File: src/hdl/rpmc_ram.sv
// Generic single-port-write, single-port-read RAM with registered read data.
// No dependencies.
module rpmc_ram #(
   parameter int Width = 8,
   parameter int Depth = 256
) (
   input  logic                     clock,
   input  logic                     wr_en,
   input  logic [$clog2(Depth)-1:0] wr_addr,
   input  logic [Width-1:0]         wr_data,
   input  logic [$clog2(Depth)-1:0] rd_addr,
   output logic [Width-1:0]         rd_data
);
   logic [Width-1:0] mem [Depth];

   always_ff @(posedge clock) begin
      if (wr_en) begin
         mem[wr_addr] <= wr_data;
      end
      rd_data <= mem[rd_addr];
   end
endmodule
File: config.mk
export PLATFORM = sky130hd
export DESIGN_NAME = rpmc_ram
export DESIGN_NICKNAME = d
export VERILOG_FILES = /design/src/hdl/rpmc_ram.sv
export SDC_FILE = /design/constraint.sdc
export NUM_CORES = 2
export LEC_CHECK = 0
export ABC_CLOCK_PERIOD_IN_PS = 2400
export BUFFER_PORTS_ARGS = -buffer_cell sky130_fd_sc_hd__buf_2
export CORE_MARGIN = 4
export CORE_UTILIZATION = 65
export CTS_BUF_LIST = sky130_fd_sc_hd__clkbuf_4 sky130_fd_sc_hd__clkbuf_8
export DETAILED_ROUTE_END_ITERATION = 10
export PLACE_DENSITY = 0.81
export SLEW_MARGIN = 40
export SYNTH_ARGS = -nofsm -noshare
export SYNTH_HDL_FRONTEND = slang
export SYNTH_SLANG_ARGS = --single-unit
File: constraint.sdc
create_clock -name clock -period 2.4 [get_ports clock]
set_clock_uncertainty 0.1 [all_clocks]
set_input_delay 0.12 -clock clock [delete_from_list [all_inputs] [get_ports clock]]
set_output_delay 0.12 -clock clock [all_outputs]
set_load 0.05 [all_outputs]
==> reports/summary.txt <==
Gr busiest metal - met2
Sw power - 16.6 mW
EDFF count, synth - 2,048
Grt met3 use - 10.0%
CP arrival - 3.37 ns
# clock sinks - 2,056
Fin crit share - 107%
Fin. max-slew vios - 0
Unrepaired setup endpoints after global routing - true
Max Cap Viol - 0
WL final - 220,000 um
Cells after synthesis - 3,733
GR Util met2 - 51.7%
Inst Count DP - 5,888
Final worst path period need - 2.56 ns
Die Y - 358 um
Initial antenna violation count - 9
Setup slack, reg-to-reg - -0.16 ns
GPL Wtd Cong - 0.912
Setup Viol. Count Final - 14
Critical path endpoint category - flop
Number of CTS-inserted buffers - 330
Initial core utilization - 65.4%
Sequential share of power - 53.9%
Min-Delay Path Depth - 7
Design area - 93,700 sq um
Sw frac - 22.5%
Sequential area share after synthesis - 77.5%
Placed cell area - 86,900 sq um
Max Fclk - 391 MHz
Leak pwr - 30.9 nW
DRC violations left - 0
Worst r2r src - mem[211][5]
Area of the mapped netlist - 79,600 sq um
Io pins - 34
First-pass GRT wire length - 310,000 um
Internal power - 57.0 mW
# H-tree levels - 5
Top cells by area, synth - edfxtp_1, mux4_2, mux2i_1
Area leader, netlist - edfxtp_1
Root Buffer - clkbuf_8
Largest net degree at the start of global routing - 95
Setup Crit Path Kind - reg2reg
Initial DRC count - 8,250
Non-Filler Instances - 6,482
Startpoint types - flop
Avg WL per Cell - 34.0 um
Crit-path max FO - 1
Clk_lat worst skew - 1.05 ns
Pre-Repair DR Iteration Count - 7
Setup Buffers After CTS - 0
Vias - 45,500
Number of port buffers - 33
Seq cells post-synth - 2,056
Launch point of the worst path - mem[211][5]
CTS tree - yes
Hold Path Class - in2reg
Nets - 4,648
Power Density - 785 nW/um^2
Layout cells sized above 1 - 36.5%
Post-synthesis async set-or-reset flop share - 0%
Clock-pin slew on the worst setup and hold paths - 0.06 ns
Vias/cell - 7.01
Path depth of the worst reg2reg path - 7
GRT Residual Overflow - 0
Worst setup margin - -0.158 ns
Die W - 358 um
Slew headroom - 43.7%
Synth top area share - 77.3%
Most common library cells after synthesis - edfxtp_1, mux4_2, nor2_1
Min-delay src - rd_addr[7]
Vias in the first global route - 45,800
Clock Power Share - 39.9%
Met1 GRT Util - 45.8%
Peak supply drop - 0.862 mV
Post-DP HPWL - 131,000 um
Syn nets - 3,759
Post-route ant nets - 0
Synth warn - 0
Clk buf depth - 4
Most frequent cell after synthesis - edfxtp_1
Gate power share - 6.1%
GRT Total Usage - 33.9%
Prevailing post-synth register cell - edfxtp_1
Worst Path Required - 3.21 ns
Cell Rows - 128
Core area - 122,000 sq um
Actual slew at the worst max-slew pin - 0.845 ns
Final Hold Violating Endpoints - 0
Avg Cell Area, Syn - 21.3 sq um
Post-synth cell types - 55
Failing checks - negative setup slack
Area grow syn2layout - 17.7%
Die Area - 128,000 sq um
Status - finished, violations left
-- cells by family after synthesis --
family                 Yosys count  share of synthesized area, %
AND/OR/NAND/NOR                466                          2.63
multiplexers                   591                          14.6
buffers and inverters          235                          1.83
AO/OA/AOI/OAI                  385                          3.42
flip-flops                    2056                          77.5
-- cell usage in the layout, fill, tap and decap left out, drive strengths merged, types with 10 or more instances in the layout --
cell type    instances
edfxtp            2048
buf                755
mux4               456
clkbuf             440
nor2               282
mux2i              134
a22oi              133
clkinv             106
a21oi               96
o221ai              47
nand3               34
nand2               33
nor2b               31
o22ai               28
dlygate4sd3         27
nor4                27
nor3                22
a211oi              16
a221oi              14
o21ai               12
bufinv              11
nand4               10
o211ai              10
-- per-layer routing --
metal	vias to the layer above	wire length (um)	share of wire (%)
met5	-	34	0.015
met3	901	32500	15
met4	6	14300	6.5
met1	22700	69800	32
met2	4314	104000	47
li1	17500	-	-
-- critical path, cell delays in order, from the launching register on --
cell      delay (ns)
edfxtp_1        0.40
mux4_2          0.50
a22o_1          0.32
a221oi_4        0.35
o32ai_1         0.20
nor3_1          0.29
buf_4           0.21
nor4_1          0.06
-- registers in the layout, summed over array words and instances, names as in the netlist --
name / count
rd_data: 8
mem: 2048
-- final timing paths --
path / to
max: rd_data[5]
min: rd_data[5]
max reg2reg: rd_data[5]
min reg2reg: rd_data[5]
-- power groups by stage --
stage | combinational, mW | clock [mW] | sequential (mW)
4_1_cts | 4.29 | 29.2 | 39.7
2_1_floorplan | 1.92 | 0 | 40.5
3_5_place_dp | 4.17 | 0 | 40.4
6_report | 4.51 | 29.4 | 39.7
3_3_place_gp | 4.04 | 0 | 40.4
5_1_grt | 4.62 | 31.4 | 39.6
-- through the flow --
stage / power (mW) / TNS (ns) / hold slack, ns / utilization [%] / worst slack, ns
after floorplan: 42.4 / 0 / 0.119 / - / 0.242
after global placement: 44.5 / -6.33 / 0.537 / 71.3 / -1.09
after detailed placement: 44.6 / -5.35 / 0.544 / 71.4 / -0.926
after CTS: 73.2 / -0.0427 / 0.000385 / 76.8 / -0.0220
after global routing: 75.7 / -1.25 / 0.0658 / 76.9 / -0.213
final: 73.6 / -1.14 / 0.108 / 77.0 / -0.158
-- what timing repair did --
action | in CTS | in global routing
pin swaps | 3 | 7
endpoints found under the setup margin | 7 | 16
resized for setup | 25 | 27
hold endpoints to repair | 3498 | 0
hold buffers | 27 | 0
-- cell type report --
cell class              count  area (sq um)
fillers                  5768         28100
inverters                   2          7.51
diodes                      9          22.5
multi-input cells        1442         16800
clock inverters           126           855
clock buffers             432          5360
flip-flops and latches   2056         61700
well taps                1625          2030
repair buffers            790          6910
Power figures use the tool's default switching activity.
